[src/hw/rtl/cbbw_pkg.sv]
package cbbw_pkg;

   // field widths fixed by the item format
   localparam int COORD_W  = 16;
   localparam int DIM_W    = 12;
   localparam int PIXEL_W  = 16;
   localparam int SCREEN_W = 12;
   localparam int OFFSET_W = 22;
   localparam int CSR_INDEX_W = 1;

   // screen size after reset
   localparam logic [SCREEN_W-1:0] SCREEN_RESET = SCREEN_W'(480);

   // configuration register indexes
   typedef enum logic [CSR_INDEX_W-1:0] {
      CSR_SCREEN_WIDTH  = 1'b0,
      CSR_SCREEN_HEIGHT = 1'b1
   } csr_index_type;

   // source pixel item
   typedef struct packed {
      logic                       first_pixel;
      logic signed [COORD_W-1:0]  dest_x;
      logic signed [COORD_W-1:0]  dest_y;
      logic [DIM_W-1:0]           bitmap_width;
      logic [DIM_W-1:0]           bitmap_height;
      logic                       swap_bytes;
      logic [PIXEL_W-1:0]         pixel;
   } req_type;

   // framebuffer write item
   typedef struct packed {
      logic                 write_enable;
      logic [OFFSET_W-1:0]  write_offset;
      logic [PIXEL_W-1:0]   write_data;
      logic                 bitmap_done;
   } rsp_type;

endpackage

[src/hw/rtl/clipped_bitmap_blit_writer.sv]
// Clipped bitmap blit writer: takes one 16-bit source pixel per item in row-major order and
// gives one framebuffer write item per pixel, with the write enable cleared where the pixel
// falls outside the screen_width x screen_height screen. A pixel flagged first_pixel loads
// origin, size (0 counts as 1, larger than MAX_DIM saturates) and byte-swap mode and restarts
// at column 0, row 0. It takes one item per clock unless the output stalls; an item passes
// the stage register, then the result register: the first stage steps the column/row counters
// and does the clip compares, the second forms row * screen_width + column with one 12x12
// multiply. A stalled result holds up input only once both stages are full. The user must
// write screen size registers through the csr_ port while no item is in flight; not enforced.
module clipped_bitmap_blit_writer #(
   parameter int MAX_DIM = 2048
) (
   input  logic                               clock,
   input  logic                               reset,
   // source pixel channel
   input  logic                               req_valid,
   output logic                               req_ready,
   input  cbbw_pkg::req_type                  req_data,
   // framebuffer write channel
   output logic                               rsp_valid,
   input  logic                               rsp_ready,
   output cbbw_pkg::rsp_type                  rsp_data,
   // configuration writes
   input  logic                               csr_wr_en,
   input  logic [cbbw_pkg::CSR_INDEX_W-1:0]   csr_index,
   input  logic [cbbw_pkg::SCREEN_W-1:0]      csr_wdata
);

   localparam int CW = $clog2(MAX_DIM);       // column/row counter width
   localparam int DW = $clog2(MAX_DIM + 1);   // stored bitmap size width
   localparam int EW = cbbw_pkg::DIM_W + 1;   // compare width for size clamp
   localparam int SW = cbbw_pkg::COORD_W + 2; // screen position width
   localparam logic [EW-1:0] MAX_DIM_E = EW'(MAX_DIM);
   localparam int MW = 2 * cbbw_pkg::SCREEN_W;

   // first stage result
   typedef struct packed {
      logic                                 on_screen;
      logic [cbbw_pkg::SCREEN_W-1:0]        col;
      logic [cbbw_pkg::SCREEN_W-1:0]        row;
      logic [cbbw_pkg::PIXEL_W-1:0]         data;
      logic                                 last;
   } stage_type;

   logic [cbbw_pkg::SCREEN_W-1:0]    screen_width_ff;
   logic [cbbw_pkg::SCREEN_W-1:0]    screen_height_ff;
   logic signed [cbbw_pkg::COORD_W-1:0] origin_col_ff, origin_col_in;
   logic signed [cbbw_pkg::COORD_W-1:0] origin_row_ff, origin_row_in;
   logic [DW-1:0]                    blit_width_ff, blit_width_in;
   logic [DW-1:0]                    blit_height_ff, blit_height_in;
   logic [CW-1:0]                    col_count_ff, col_count_in;
   logic [CW-1:0]                    row_count_ff, row_count_in;
   logic                             swap_mode_ff, swap_mode_in;
   logic                             stage_vld_ff;
   stage_type                        stage_ff, stage_in;
   logic                             rsp_vld_ff;
   cbbw_pkg::rsp_type                rsp_ff, rsp_in;
   logic                             rsp_adv, stage_adv, req_acc;
   logic [CW-1:0]                    col_cur, row_cur;
   logic [DW-1:0]                    col_inc, row_inc;
   logic                             col_last, row_last;
   logic signed [SW-1:0]             sx, sy;
   logic                             sx_in, sy_in;
   logic [MW-1:0]                    product;

   // size clamp: zero counts as one, above MAX_DIM saturates
   function automatic logic [DW-1:0] clamp_dim(input logic [cbbw_pkg::DIM_W-1:0] v);
      logic [EW-1:0] ve;
      ve = {1'b0, v};
      if (ve == '0)
         return DW'(1);
      else if (ve > MAX_DIM_E)
         return DW'(MAX_DIM_E);
      else
         return DW'(ve);
   endfunction

   // handshake: result register frees, then stage register frees
   assign rsp_adv   = !rsp_vld_ff || rsp_ready;
   assign stage_adv = !stage_vld_ff || rsp_adv;
   assign req_ready = stage_adv;
   assign req_acc   = req_valid && stage_adv;

   // configuration registers
   always_ff @(posedge clock) begin
      if (reset) begin
         screen_width_ff  <= cbbw_pkg::SCREEN_RESET;
         screen_height_ff <= cbbw_pkg::SCREEN_RESET;
      end else if (csr_wr_en) begin
         unique case (cbbw_pkg::csr_index_type'(csr_index))
            cbbw_pkg::CSR_SCREEN_WIDTH:  screen_width_ff  <= csr_wdata;
            cbbw_pkg::CSR_SCREEN_HEIGHT: screen_height_ff <= csr_wdata;
         endcase
      end
   end

   // geometry of the current item: a first pixel takes its own fields
   always_comb begin
      if (req_data.first_pixel) begin
         origin_col_in  = req_data.dest_x;
         origin_row_in  = req_data.dest_y;
         blit_width_in  = clamp_dim(req_data.bitmap_width);
         blit_height_in = clamp_dim(req_data.bitmap_height);
         swap_mode_in   = req_data.swap_bytes;
         col_cur        = '0;
         row_cur        = '0;
      end else begin
         origin_col_in  = origin_col_ff;
         origin_row_in  = origin_row_ff;
         blit_width_in  = blit_width_ff;
         blit_height_in = blit_height_ff;
         swap_mode_in   = swap_mode_ff;
         col_cur        = col_count_ff;
         row_cur        = row_count_ff;
      end
   end

   // position step with wrap at bitmap edges
   always_comb begin
      col_inc  = DW'(col_cur) + DW'(1);
      row_inc  = DW'(row_cur) + DW'(1);
      col_last = (col_inc == blit_width_in);
      row_last = (row_inc == blit_height_in);
      if (col_last) begin
         col_count_in = '0;
         row_count_in = row_last ? '0 : CW'(row_inc);
      end else begin
         col_count_in = CW'(col_inc);
         row_count_in = row_cur;
      end
   end

   // screen position and clip test
   always_comb begin
      sx = SW'(origin_col_in) + SW'(col_cur);
      sy = SW'(origin_row_in) + SW'(row_cur);
      sx_in = !sx[SW-1] && (sx[SW-2:0] < (SW-1)'(screen_width_ff));
      sy_in = !sy[SW-1] && (sy[SW-2:0] < (SW-1)'(screen_height_ff));
      stage_in.on_screen = sx_in && sy_in;
      stage_in.last      = col_last && row_last;
      // off-screen pixels carry zero position and data so the offset comes out zero
      if (stage_in.on_screen) begin
         stage_in.col  = sx[cbbw_pkg::SCREEN_W-1:0];
         stage_in.row  = sy[cbbw_pkg::SCREEN_W-1:0];
         stage_in.data = swap_mode_in ? {req_data.pixel[7:0], req_data.pixel[15:8]}
                                      : req_data.pixel;
      end else begin
         stage_in.col  = '0;
         stage_in.row  = '0;
         stage_in.data = '0;
      end
   end

   // bitmap state, updated on each accepted item
   always_ff @(posedge clock) begin
      if (reset) begin
         origin_col_ff  <= '0;
         origin_row_ff  <= '0;
         blit_width_ff  <= DW'(1);
         blit_height_ff <= DW'(1);
         col_count_ff   <= '0;
         row_count_ff   <= '0;
         swap_mode_ff   <= 1'b0;
      end else if (req_acc) begin
         origin_col_ff  <= origin_col_in;
         origin_row_ff  <= origin_row_in;
         blit_width_ff  <= blit_width_in;
         blit_height_ff <= blit_height_in;
         col_count_ff   <= col_count_in;
         row_count_ff   <= row_count_in;
         swap_mode_ff   <= swap_mode_in;
      end
   end

   // first stage register
   always_ff @(posedge clock) begin
      if (reset)
         stage_vld_ff <= 1'b0;
      else if (stage_adv)
         stage_vld_ff <= req_valid;
   end

   always_ff @(posedge clock) begin
      if (req_acc)
         stage_ff <= stage_in;
   end

   // offset: row * pitch + column
   always_comb begin
      product              = MW'(stage_ff.row) * MW'(screen_width_ff);
      rsp_in.write_enable  = stage_ff.on_screen;
      rsp_in.write_offset  = cbbw_pkg::OFFSET_W'(product + MW'(stage_ff.col));
      rsp_in.write_data    = stage_ff.data;
      rsp_in.bitmap_done   = stage_ff.last;
   end

   // result register
   always_ff @(posedge clock) begin
      if (reset)
         rsp_vld_ff <= 1'b0;
      else if (rsp_adv)
         rsp_vld_ff <= stage_vld_ff;
   end

   always_ff @(posedge clock) begin
      if (rsp_adv && stage_vld_ff)
         rsp_ff <= rsp_in;
   end

   assign rsp_valid = rsp_vld_ff;
   assign rsp_data  = rsp_ff;

endmodule

[config.mk]
export PLATFORM = sky130hd
export DESIGN_NAME = clipped_bitmap_blit_writer
export DESIGN_NICKNAME = d
export VERILOG_FILES = /design/src/hw/rtl/cbbw_pkg.sv /design/src/hw/rtl/clipped_bitmap_blit_writer.sv
export SDC_FILE = /design/constraint.sdc
export NUM_CORES = 1
export LEC_CHECK = 0
export BUFFER_PORTS_ARGS = -buffer_cell sky130_fd_sc_hd__buf_2
export CORE_UTILIZATION = 45
export DETAILED_ROUTE_END_ITERATION = 7
export PLACE_DENSITY_LB_ADDON = 0.08
export SYNTH_ARGS = -nofsm -noshare
export SYNTH_HDL_FRONTEND = slang
export SYNTH_SLANG_ARGS = --single-unit
[constraint.sdc]
create_clock -name clock -period 7.8 [get_ports clock]
set_input_delay 2.34 -clock clock [delete_from_list [all_inputs] [get_ports clock]]
set_output_delay 2.34 -clock clock [all_outputs]
set_load 0.02 [all_outputs]
# Yosys cells after proc, flatten, opt, wreduce, memory -nomap -nowiden

Cells that the tools add are included.

Flip-flop bits (word level): 187
Output and inout port bits: 42
Word-level logic and storage cells: 64

$add $sub $neg: 5
Reduce and logical (&&, ||, !) cells: 16
$lt $le $gt $ge: 4
Equal/unequal tests: 2
Muxes and demuxes: 15
Bitwise gates (word level): 1
Multiply operators: 1

Operators by type and width:

| kind                                           | count |
|---|---|
| two-way mux 12 bit                             | 6 |
| two-way mux 11 bit                             | 5 |
| two-way mux 16 bit                             | 3 |
| adder 16 x 12 -> 17 bit                        | 2 |
| < comparator 17 x 12 -> 1 bit                  | 2 |
| adder 11 x 1 -> 12 bit (second input constant) | 2 |
| == test 12 bit                                 | 2 |
| > comparator 12 bit (second input constant)    | 2 |
| zero test 12 bit                               | 2 |
| adder 22 x 12 -> 22 bit                        | 1 |
| multiplier 12 x 12 -> 22 bit                   | 1 |
| logical AND 1 bit                              | 6 |
| zero test 1 bit                                | 4 |
| AND reduction 2 bit                            | 2 |
| logical OR 1 bit                               | 2 |
| two-way mux 1 bit                              | 1 |
| NOT 1 bit                                      | 1 |

# Longest topological paths before layout

Gate-level depths: netlist (run 1).

Depth after elaboration: 7
Gate-level depth with buffers: 25

# Worst setup path before layout (run 1)

No wires, ideal clock.

Path kind: input -> register
Start point: input port req_data[73] in the netlist's numbering
End point: register stage_ff, in the netlist rsp_in[10] (data pin)
Cell stages on the path: 23
Data required time: 7.624 ns
Arrival: 6.957 ns
Setup slack: 0.667 ns
Path through: buf_6 -> buf_6 -> buf_4 -> buf_6 -> buf_6 -> buf_2 -> buf_2 -> mux2_2 -> ha_1 -> fa_1 -> a21o_1 -> a21oi_1 -> o21ai_0 -> a221o_1 -> a21oi_1 -> xnor2_1 -> ha_1 -> a211oi_1 -> nand2_1 -> o221ai_1 -> nand4_1 -> clkbuf_1 -> nor4_1

Cells in the longest elaborated chain, start to end: 5
Elaborated cells between the ends (all ways): 15
Classes of those cells: 2 x add/sub; 2 x order compare; 6 x mux; 5 x reduce/logical

RTL lines:

| element                           | RTL line                          | text |
|---|---|---|
| from (decl)                       | clipped_bitmap_blit_writer.sv:18  | `input cbbw_pkg::req_type req_data,` |
| two-way mux 16 bit                | clipped_bitmap_blit_writer.sv:99  | `if (req_data.first_pixel) begin` |
| named net origin_col_in (one bit) | clipped_bitmap_blit_writer.sv:47  | `logic signed [cbbw_pkg::COORD_W-1:0] origin_col_ff, origin_col_in;` |
| adder 16 x 12 -> 17 bit           | clipped_bitmap_blit_writer.sv:135 | `sx = SW'(origin_col_in) + SW'(col_cur);` |
| named net sx[10]                  | clipped_bitmap_blit_writer.sv:62  | `logic signed [SW-1:0] sx, sy;` |
| < comparator 17 x 12 -> 1 bit     | clipped_bitmap_blit_writer.sv:137 | `sx_in = !sx[SW-1] && (sx[SW-2:0] < (SW-1)'(screen_width_ff));` |
| logical AND 1 bit                 | clipped_bitmap_blit_writer.sv:137 |  |
| logical AND 1 bit                 | clipped_bitmap_blit_writer.sv:139 | `stage_in.on_screen = sx_in && sy_in;` |
| to (signal assigned)              | clipped_bitmap_blit_writer.sv:185 | `stage_ff <= stage_in;` |
| to (decl)                         | clipped_bitmap_blit_writer.sv:55  | `stage_type stage_ff, stage_in;` |

The timed path passes the listed nets, and every way through them passes these cells.
A chain may end at the register's enable or synchronous reset.

# Final worst setup path (run 1)

Start point: input port req_data[73] in the netlist's numbering
End point: register stage_ff[39] in the netlist's numbering (data pin)

Cells in the longest elaborated chain, start to end: 5
Elaborated cells between the ends (all ways): 13
Classes of those cells: 2 x add/sub; 2 x order compare; 4 x mux; 5 x reduce/logical

RTL lines:

| element                           | RTL line |
|---|---|
| two-way mux 16 bit *              | clipped_bitmap_blit_writer.sv:99 |
| named net origin_col_in (one bit) | clipped_bitmap_blit_writer.sv:47 |
| adder 16 x 12 -> 17 bit *         | clipped_bitmap_blit_writer.sv:135 |
| named net sx[10]                  | clipped_bitmap_blit_writer.sv:62 |
| < comparator 17 x 12 -> 1 bit     | clipped_bitmap_blit_writer.sv:137 |
| logical AND 1 bit                 | clipped_bitmap_blit_writer.sv:137 |
| logical AND 1 bit                 | clipped_bitmap_blit_writer.sv:139 |

The timed path passes the listed nets; every way through them passes the cells marked *.

==> results by group, run 1 <==
STA
  – RSZ-0062 raised after global routing: false
  – Worst Tran Pin Value: 1120 ps
  – Fmax: 0.155 GHz
  – Final hold violation count: 0
  – Setup Skew: 10.8 ps
  – Min Tclk post-route: 6440 ps
  – Final period util: 0.826
  – TNS Setup: 0 ps
  – Max_slew headroom: 0.252
  – Pins Over Slew Limit: 0
  – Final hold slack: 423 ps
  – Setup violators final: 0

Die
  – Row Count: 67
  – IO Count: 134
  – Core ar.: 33600 µm²
  – Die area: 35100 µm²
  – Initial Util: 0.459
  – Die X: 187 µm
  – Die height: 187 µm

Setup path
  – Reg2reg start: stage_ff[22]
  – Worst reg2reg setup slack: 1930 ps
  – CP Class: in -> reg
  – Critical Path RT: 8040 ps
  – Type of origin of the critical path: primary input
  – CP max FO: 41
  – Slowest library cell on the worst path: fa_1
  – Crit-path cells: buf_4, mux2_2, ha_1, fa_1, a21o_1, a21oi_1, o21ai_0, a221o_1, a21oi_1, xnor2_1, ha_1, a211oi_1, nand2_1, o221ai_1, nand4_1, buf_4, nor4b_1
  – R2r endpoint: rsp_data[38]
  – CP endpoint kind: flop
  – R2R depth: 19
  – Crit path DAT: 6680 ps
  – Slowest Stage Delay on Critical Path: 430 ps

Power and ir drop
  – Power per Cell Area: 177 nW/µm²
  – Static leakage: 7.38 nW
  – Net Sw Power: 1.06 mW
  – Combinational Power Share: 0.326
  – Pint: 1.94 mW
  – Clock share of power: 0.288
  – Switch share: 0.353
  – VDD IR max: 0.172 mV
  – Seq pwr share: 0.387

Run
  – Max Cap Viol: 0

CTS
  – Clock tree buffer depth: 2
  – # hold bufs at CTS: 0
  – Worst-path clk slew: 80 ps
  – CTS tree: done
  – CTS buffer count: 17
  – Root buffer cell: clkbuf_16
  – Clk_lat worst skew: 450 ps
  – Cts repair resizes: 0
  – Setup Buffers After CTS: 0
  – H-tree depth: 4
  – Clock tree sinks: 187

Yosys
  – Commonest cells in the synthesized netlist: 227 x nand2_1, 203 x inv_1, 117 x a21oi_1
  – Synth unique cells: 82
  – Most common cell in the netlist: nand2_1
  – Leading area contributor after synthesis: edfxtp_1
  – Netlist Area Pre-Place: 15400 µm²
  – Ys flop type: dfxtp_1
  – Largest cells by area after synthesis: edfxtp_1 16%, fa_1 15%, dfxtp_1 14%, ha_1 8.6%, nand2_1 5.5%
  – Post-synth top area share: 0.159
  – Mean Syn Cell Area: 9.05 µm²
  – Synth async-reset ratio: 0
  – Post-Syn Nets: 2016
  – Register area share after synthesis: 0.296
  – Post-Syn Instances: 1706
  – Synth warn: 0
  – Yosys reg bits: 187
  – Post-synth EDFFs: 82

Global routing
  – Global-route wire length before repair: 62.4 mm
  – Largest net degree at the start of global routing: 85
  – Total congestion overflow: 0
  – Number of global-route vias before repair: 12000
  – Total track usage: 0.223
  – Antenna violations before repair: 1

Route
  – Initial DRC Count: 655
  – 1st-pass router iterations: 5
  – Final ANT Viol Nets: 0
  – Via Count: 12000
  – Drt total wl: 37.8 mm
  – WL/cell: 16.8 µm
  – Via/cell ratio: 5.34
  – Final routed DRC violation total: 0

Place
  – Placed Cells: 2209
  – IO Port Bufs: 133
  – Placed wire-length estimate: 28.3 mm
  – Routability congestion estimate: 0.846

Outcome
  – Status: complete, no violations

Final layout
  – Nets: 2090
  – Area delta synth->final: 9.85%
  – Fill count: 3233
  – Register area: 4560 µm²
  – Final non-filler cell total: 2242
  – Multi-input combinational cell area: 9730 µm²
  – Share of cells above drive strength 1: 0.124

Min path
  – Worst Hold End: rsp_data[16]
  – Min-Delay Path Class: reg -> reg
  – Worst hold start: rsp_in[16]
  – Hold path depth: 0
==> layout by cell type, fill, tap and decap left out, types with 6 or more instances in the layout <==
cell       count
nor4b_1       19
ha_1         106
fa_1         112
nor4_1        35
nor3_1        28
a31oi_1        8
nand3b_1      26
xor2_1        20
edfxtp_1      82
nand3_1       23
nor2_1        56
nor2b_1       32
o21a_1        10
nand2b_1      17
a211oi_1       9
mux2_2        23
nand4_1        7
and2_1        95
clkbuf_16     17
inv_1        202
a32oi_1        7
dfxtp_1      105
nand2_1      226
o21ai_0       44
buf_4         17
o21bai_1       6
buf_2        131
a21o_1        11
and3_1         8
mux2i_1       27
a211o_1        6
a21oi_1      117
xnor2_1       52
==> flip-flops by register name, summed over array words and instances (netlist names) <==
name and cells:
screen_width_ff 12, rsp_valid 1, blit_height_ff 12, origin_row_ff 16, swap_mode_ff 1, stage_ff 24
origin_col_ff 16, row_count_ff 11, col_count_ff 11, blit_width_ff 12, rsp_in 18, stage_vld_ff 1
rsp_data 40, screen_height_ff 12
==> routing by layer <==
metal  vias up  GRT usage  share of wire
met5         -          0              0
met4         0     0.0839          0.027
met3        50     0.0255          0.030
met2       220      0.376           0.48
met1      5768      0.294           0.46
li1       5932          -              -
==> power groups by stage <==
stage          clock network [mW]  logic [mW]  registers (mW)
2_1_floorplan                   0       0.710            1.20
3_3_place_gp                    0       0.966            1.18
3_5_place_dp                    0       0.981            1.18
4_1_cts                     0.888       0.989            1.16
5_1_grt                     0.920        1.12            1.17
6_report                    0.863       0.976            1.16
==> kinds of logic (layout without fill, tap and decap cells) <==
kind of cell / count (synthesis) / count (layout) / synth area share
other: 0 / 1 / 0
multiplexers: 51 / 51 / 0.0352
AND/OR/NAND/NOR: 603 / 603 / 0.206
adder cells (fa/ha/maj): 218 / 218 / 0.231
buffers and inverters: 297 / 384 / 0.0762
XOR/XNOR: 72 / 72 / 0.0408
flip-flops: 187 / 187 / 0.296
AO/OA/AOI/OAI: 278 / 278 / 0.115
==> stage by stage <==
| stage | util | power (mW) | setup WS (ps) | area, µm² |
|---|---|---|---|---|
| after global routing | 0.505 | 3.20 | 1020 | 17000 |
| after detailed placement | 0.488 | 2.16 | 892 | 16400 |
| after floorplan | - | 1.91 | 667 | 15400 |
| after global placement | 0.488 | 2.15 | 975 | 16400 |
| final | 0.505 | 3.00 | 1360 | 17000 |
| after CTS | 0.505 | 3.04 | 1370 | 17000 |
==> critical path: cells and delay by family <==
family | cells | cell delay [ps]
mux | 1 | 400
fa+ha+maj | 3 | 930
buf+inv | 2 | 620
xor+xnor | 1 | 160
compound gates | 7 | 1630
simple gates | 3 | 560
==> how the worst max path moves through the flow <==
stage | startpoint | slack [ps] | to
finish | req_data[73] | 1360 | stage_ff[39]
global route | req_data[73] | 1020 | stage_ff[22]
CTS | req_data[73] | 1370 | stage_ff[39]
detailed placement | req_data[73] | 890 | stage_ff[39]
global placement | req_data[73] | 980 | stage_ff[30]
floorplan | req_data[73] | 670 | rsp_in[10]
==> layout make-up <==
cell class / instances / share of cell area
Antenna cell: 1 / 0.000147
Clock buffer: 18 / 0.0253
Clock inverter: 14 / 0.00767
Inverter: 204 / 0.0451
Multi-Input combinational cell: 1222 / 0.574
Sequential cell: 187 / 0.269
Tap cell: 448 / 0.0330
Timing Repair Buffer: 148 / 0.0462
(Power assumes the default switching activity.)
==> run 2, diff against run 1 <==
--- a/config.mk
+++ b/config.mk
@@ -5,6 +5,7 @@
 export SDC_FILE = /design/constraint.sdc
 export NUM_CORES = 1
 export LEC_CHECK = 0
+export ABC_AREA = 1
 export BUFFER_PORTS_ARGS = -buffer_cell sky130_fd_sc_hd__buf_2
 export CORE_UTILIZATION = 45
 export DETAILED_ROUTE_END_ITERATION = 7
==> constraint.sdc (replaced) <==
create_clock -name clock -period 6.6 [get_ports clock]
set_input_delay 1.98 -clock clock [delete_from_list [all_inputs] [get_ports clock]]
set_output_delay 1.98 -clock clock [all_outputs]
set_load 0.02 [all_outputs]
==> run 2 against run 1 <==
Effect of this change:
- worst hold slack about the same
- flip-flop and latch count unchanged
- area after synthesis is 3.5% higher
- sequential power rose by 22%
- sequential share of layout area is 0.89 points lower
- register-to-register slack got worse by 980 ps
- non-clock buffer count fell by 1
- count of clock-buffer cells in the layout decreased by 1
- synthesized cell count rose by 24%
- die area is 3.5% higher
- critical endpoint is now rsp_in[16]
- largest power group unchanged
==> results by group, run 2 <==
STA
  – Worst Tran Pin Value: 1010 ps (-108 ps)
  – TNS Setup: 0 ps (unchanged)
  – Fmax: 0.174 GHz
  – Max_slew headroom: 0.326 (+0.0738)
  – Setup violators final: 0 (unchanged)
  – Min Tclk post-route: 5750 ps
  – Pins Over Slew Limit: 0 (unchanged)
  – Final period util: 0.871
  – Final hold violation count: 0 (unchanged)
  – RSZ-0062 raised after global routing: false
  – Setup Skew: 16.4 ps (+5.61 ps)

CTS
  – CTS tree: done
  – Clk_lat worst skew: 470 ps (+20 ps)
  – Setup Buffers After CTS: 0 (unchanged)
  – # hold bufs at CTS: 0 (unchanged)
  – Worst-path clk slew: 70 ps (about the same)
  – CTS buffer count: 17 (unchanged)
  – Clock tree sinks: 187 (unchanged)
  – Root buffer cell: clkbuf_16
  – Cts repair resizes: 0 (unchanged)
  – Clock tree buffer depth: 2 (unchanged)
  – H-tree depth: 4 (unchanged)

Final layout
  – Area delta synth->final: 9.76% (about the same)
  – Most frequent cells in the layout: 524 x nand2_1, 459 x inv_1, 139 x o21ai_0
  – Antenna fix cells: 0 (-1)
  – Max reg flops: 40 (unchanged)
  – Nets: 2508 (+20%)
  – Fill count: 3491 (+8.0%)
  – Share of cells above drive strength 1: 0.125 (+0.00147)
  – Finished Cell Area: 17500 µm² (+3.4%)
  – Commonest non-fill, non-tap cell in the layout: nand2_1

Global routing
  – Largest net degree at the start of global routing: 66 (-22%)
  – Number of global-route vias before repair: 13000 (+8.5%)
  – Total track usage: 0.226 (+0.00294)
  – Total congestion overflow: 0 (unchanged)
  – Global-route wire length before repair: 64.5 mm (+3.3%)
  – Antenna violations before repair: 0 (-1)

Yosys
  – Largest family of logic cells by synthesized area: adder cells
  – Yosys reg bits: 187 (unchanged)
  – Post-synth top area share: 0.154 (-0.00540)
  – Post-synthesis simple-gate area fraction: 0.217 (+0.0110)
  – Register area share after synthesis: 0.286 (-0.0100)
  – Synth unique cells: 48 (-41%)
  – Mean Syn Cell Area: 7.57 µm² (-16%)
  – Post-Syn Instances: 2112 (+24%)
  – Post-synth EDFFs: 82 (unchanged)
  – Ys flop type: dfxtp_1
  – Most common cell in the netlist: nand2_1
  – Share of the synthesized area in compound gates (AO/OA/AOI/OAI): 0.113 (-0.00266)
  – Largest cells by area after synthesis: edfxtp_1 15%, fa_1 14%, dfxtp_1 13%, nand2_1 12%, inv_1 11%
  – Synth warn: 0 (unchanged)
  – Commonest cells in the synthesized netlist: 525 x nand2_1, 460 x inv_1, 139 x o21ai_0
  – Post-synthesis mux area share: 0.00125 (-0.0339)
  – Synth Area in XOR/XNOR: 0.0247 (-0.0162)
  – Leading area contributor after synthesis: edfxtp_1
  – Synth async-reset ratio: 0 (unchanged)
  – Post-Syn Nets: 2422 (+20%)
  – Synth Area in Adders: 0.223 (-0.00783)
  – Netlist Area Pre-Place: 16000 µm² (+3.5%)

Route
  – Detail Route met2 WL: 19.6 mm (+8.2%)
  – Metal-1 WL: 17.4 mm (-0.33%)
  – Max layer used: met4
  – Initial DRC Count: 730 (+11%)
  – 1st-pass router iterations: 5 (unchanged)
  – Drt total wl: 39.2 mm (+3.8%)
  – Final ANT Viol Nets: 0 (unchanged)
  – Via Count: 13300 (+11%)
  – Final routed DRC violation total: 0 (unchanged)
  – Via/cell ratio: 5.00 (-6.4%)
  – WL/cell: 14.7 µm (-13%)
  – Met3 wire length: 1.21 mm (+5.3%)

Place
  – Routability congestion estimate: 0.888 (+5.0%)
  – IO Port Bufs: 133 (unchanged)
  – Post-DP Area: 16900 µm² (+3.3%)
  – Placed wire-length estimate: 30.6 mm (+8.2%)

Min path
  – Hold path depth: 0 (unchanged)
  – Min-Delay Path Class: reg -> reg
  – Worst hold start: rsp_in[7]

Die
  – Die area: 36300 µm² (+3.5%)
  – Row Count: 68 (+1.5%)
  – IO Count: 134 (unchanged)
  – Initial Util: 0.461 (+0.00108)
  – Core ar.: 34700 µm² (+3.3%)
  – Die X: 190 µm (+1.7%)
  – Die height: 190 µm (+1.7%)

Run
  – Max Cap Viol: 0 (unchanged)

Power and ir drop
  – Tot Pwr: 3.86 mW (+29%)
  – Static leakage: 9.04 nW (+22%)
  – Net Sw Power: 1.46 mW (+38%)
  – Clock share of power: 0.280 (-0.008)
  – Seq pwr share: 0.364 (-0.023)
  – Power per Cell Area: 220 nW/µm² (+25%)
  – Pint: 2.40 mW (+24%)
  – Switch share: 0.378 (+0.0250)
  – VDD IR max: 0.215 mV (+25%)
  – Combinational Power Share: 0.357 (+0.031)

Setup path
  – Slowest Stage Delay on Critical Path: 430 ps (about the same)
  – Crit path depth: 23 (+6)
  – Top delay family on crit path: simple AND/OR/NAND/NOR gates
  – Reg2reg start: stage_ff[22]
  – CP endpoint kind: flop
  – Worst path bufs/invs: 4 (+2)
  – CP Class: in -> reg
  – Crit path from: req_data[73]
  – Most common cell type on the critical path: nor2_1
  – Crit path DAT: 6040 ps (-640 ps)
  – Type of origin of the critical path: primary input
  – Crit-path cells: buf_4, inv_4, nand2_1, inv_1, ha_1, fa_1, nand3_1, nand2_1, a21oi_1, nor2_1, nor2_1, xor2_1, ha_1, nand2_1, nor2_1, a211oi_1, a21oi_1, o21ai_0, nand3_1, nor2_1, nand4_4, buf_4, nor3_1
  – Slowest library cell on the worst path: fa_1
  – CP max FO: 41 (unchanged)
  – Critical Path RT: 6890 ps (-1150 ps)
  – R2R depth: 21 (+2)

Outcome
  – Status: complete, no violations
run 2: changes by cell type in the layout (fill, tap and decap cells not counted), sizes merged, moves of 23 or more:
cell	previous run	this run
and2	95	2
inv	211	474
mux2	23	0
mux2i	28	2
nand2	227	529
nand3	24	71
nand3b	26	0
nor2	57	115
nor2b	33	0
nor4	36	0
o21ai	48	147
xnor2	52	11
run 2: cell families (layout without fill, tap and decap cells):
group,after synthesis,in the layout
mux,2,2
buf+inv,547,646
simple gates,789,789
fa+ha+maj,218,218
compound gates,324,324
xor+xnor,45,45
flops,187,187
run 2: final cells by class:
cell class / count / area [µm²] / share of cell area
repair buffers: 147 / 786 / 0.0448
well taps: 455 / 569 / 0.0324
multi-input cells: 1378 / 9270 / 0.528
inverters: 467 / 1760 / 0.100
flip-flops and latches: 187 / 4560 / 0.260
clock inverters: 15 / 176 / 0.0101
clock buffers: 17 / 425 / 0.0242
run 2: power groups by stage:
stage          Sequential (mW)  Clock, mW  Combinational [mW]
2_1_floorplan             1.46          0                1.00
3_3_place_gp              1.43          0                1.35
3_5_place_dp              1.43          0                1.38
4_1_cts                   1.41       1.11                1.39
5_1_grt                   1.42       1.15                1.58
6_report                  1.41       1.08                1.38
run 2: per-layer routing:
metal / GRT usage / up-vias
met5: 0 / -
met4: 0.0778 / 0
met3: 0.0305 / 55
met2: 0.406 / 253
met1: 0.275 / 6301
li1: - / 6719
run 2: worst paths after layout:
check | endpoint | slack, ps
setup / recovery | rsp_in[16] | 850
hold / removal | rsp_data[7] | 420
setup reg to reg | rsp_data[35] | 950
hold reg to reg | rsp_data[7] | 420
run 2: per-stage QoR:
step / util / cells / hold WS (ps) / setup WS (ps)
6_report: 0.505 / 2666 / 423 / 853
2_1_floorplan: - / 2112 / 400 / 761
4_1_cts: 0.505 / 2666 / 422 / 865
3_3_place_gp: 0.488 / 2634 / 402 / 535
3_5_place_dp: 0.488 / 2634 / 405 / 388
5_1_grt: 0.505 / 2666 / 427 / 431
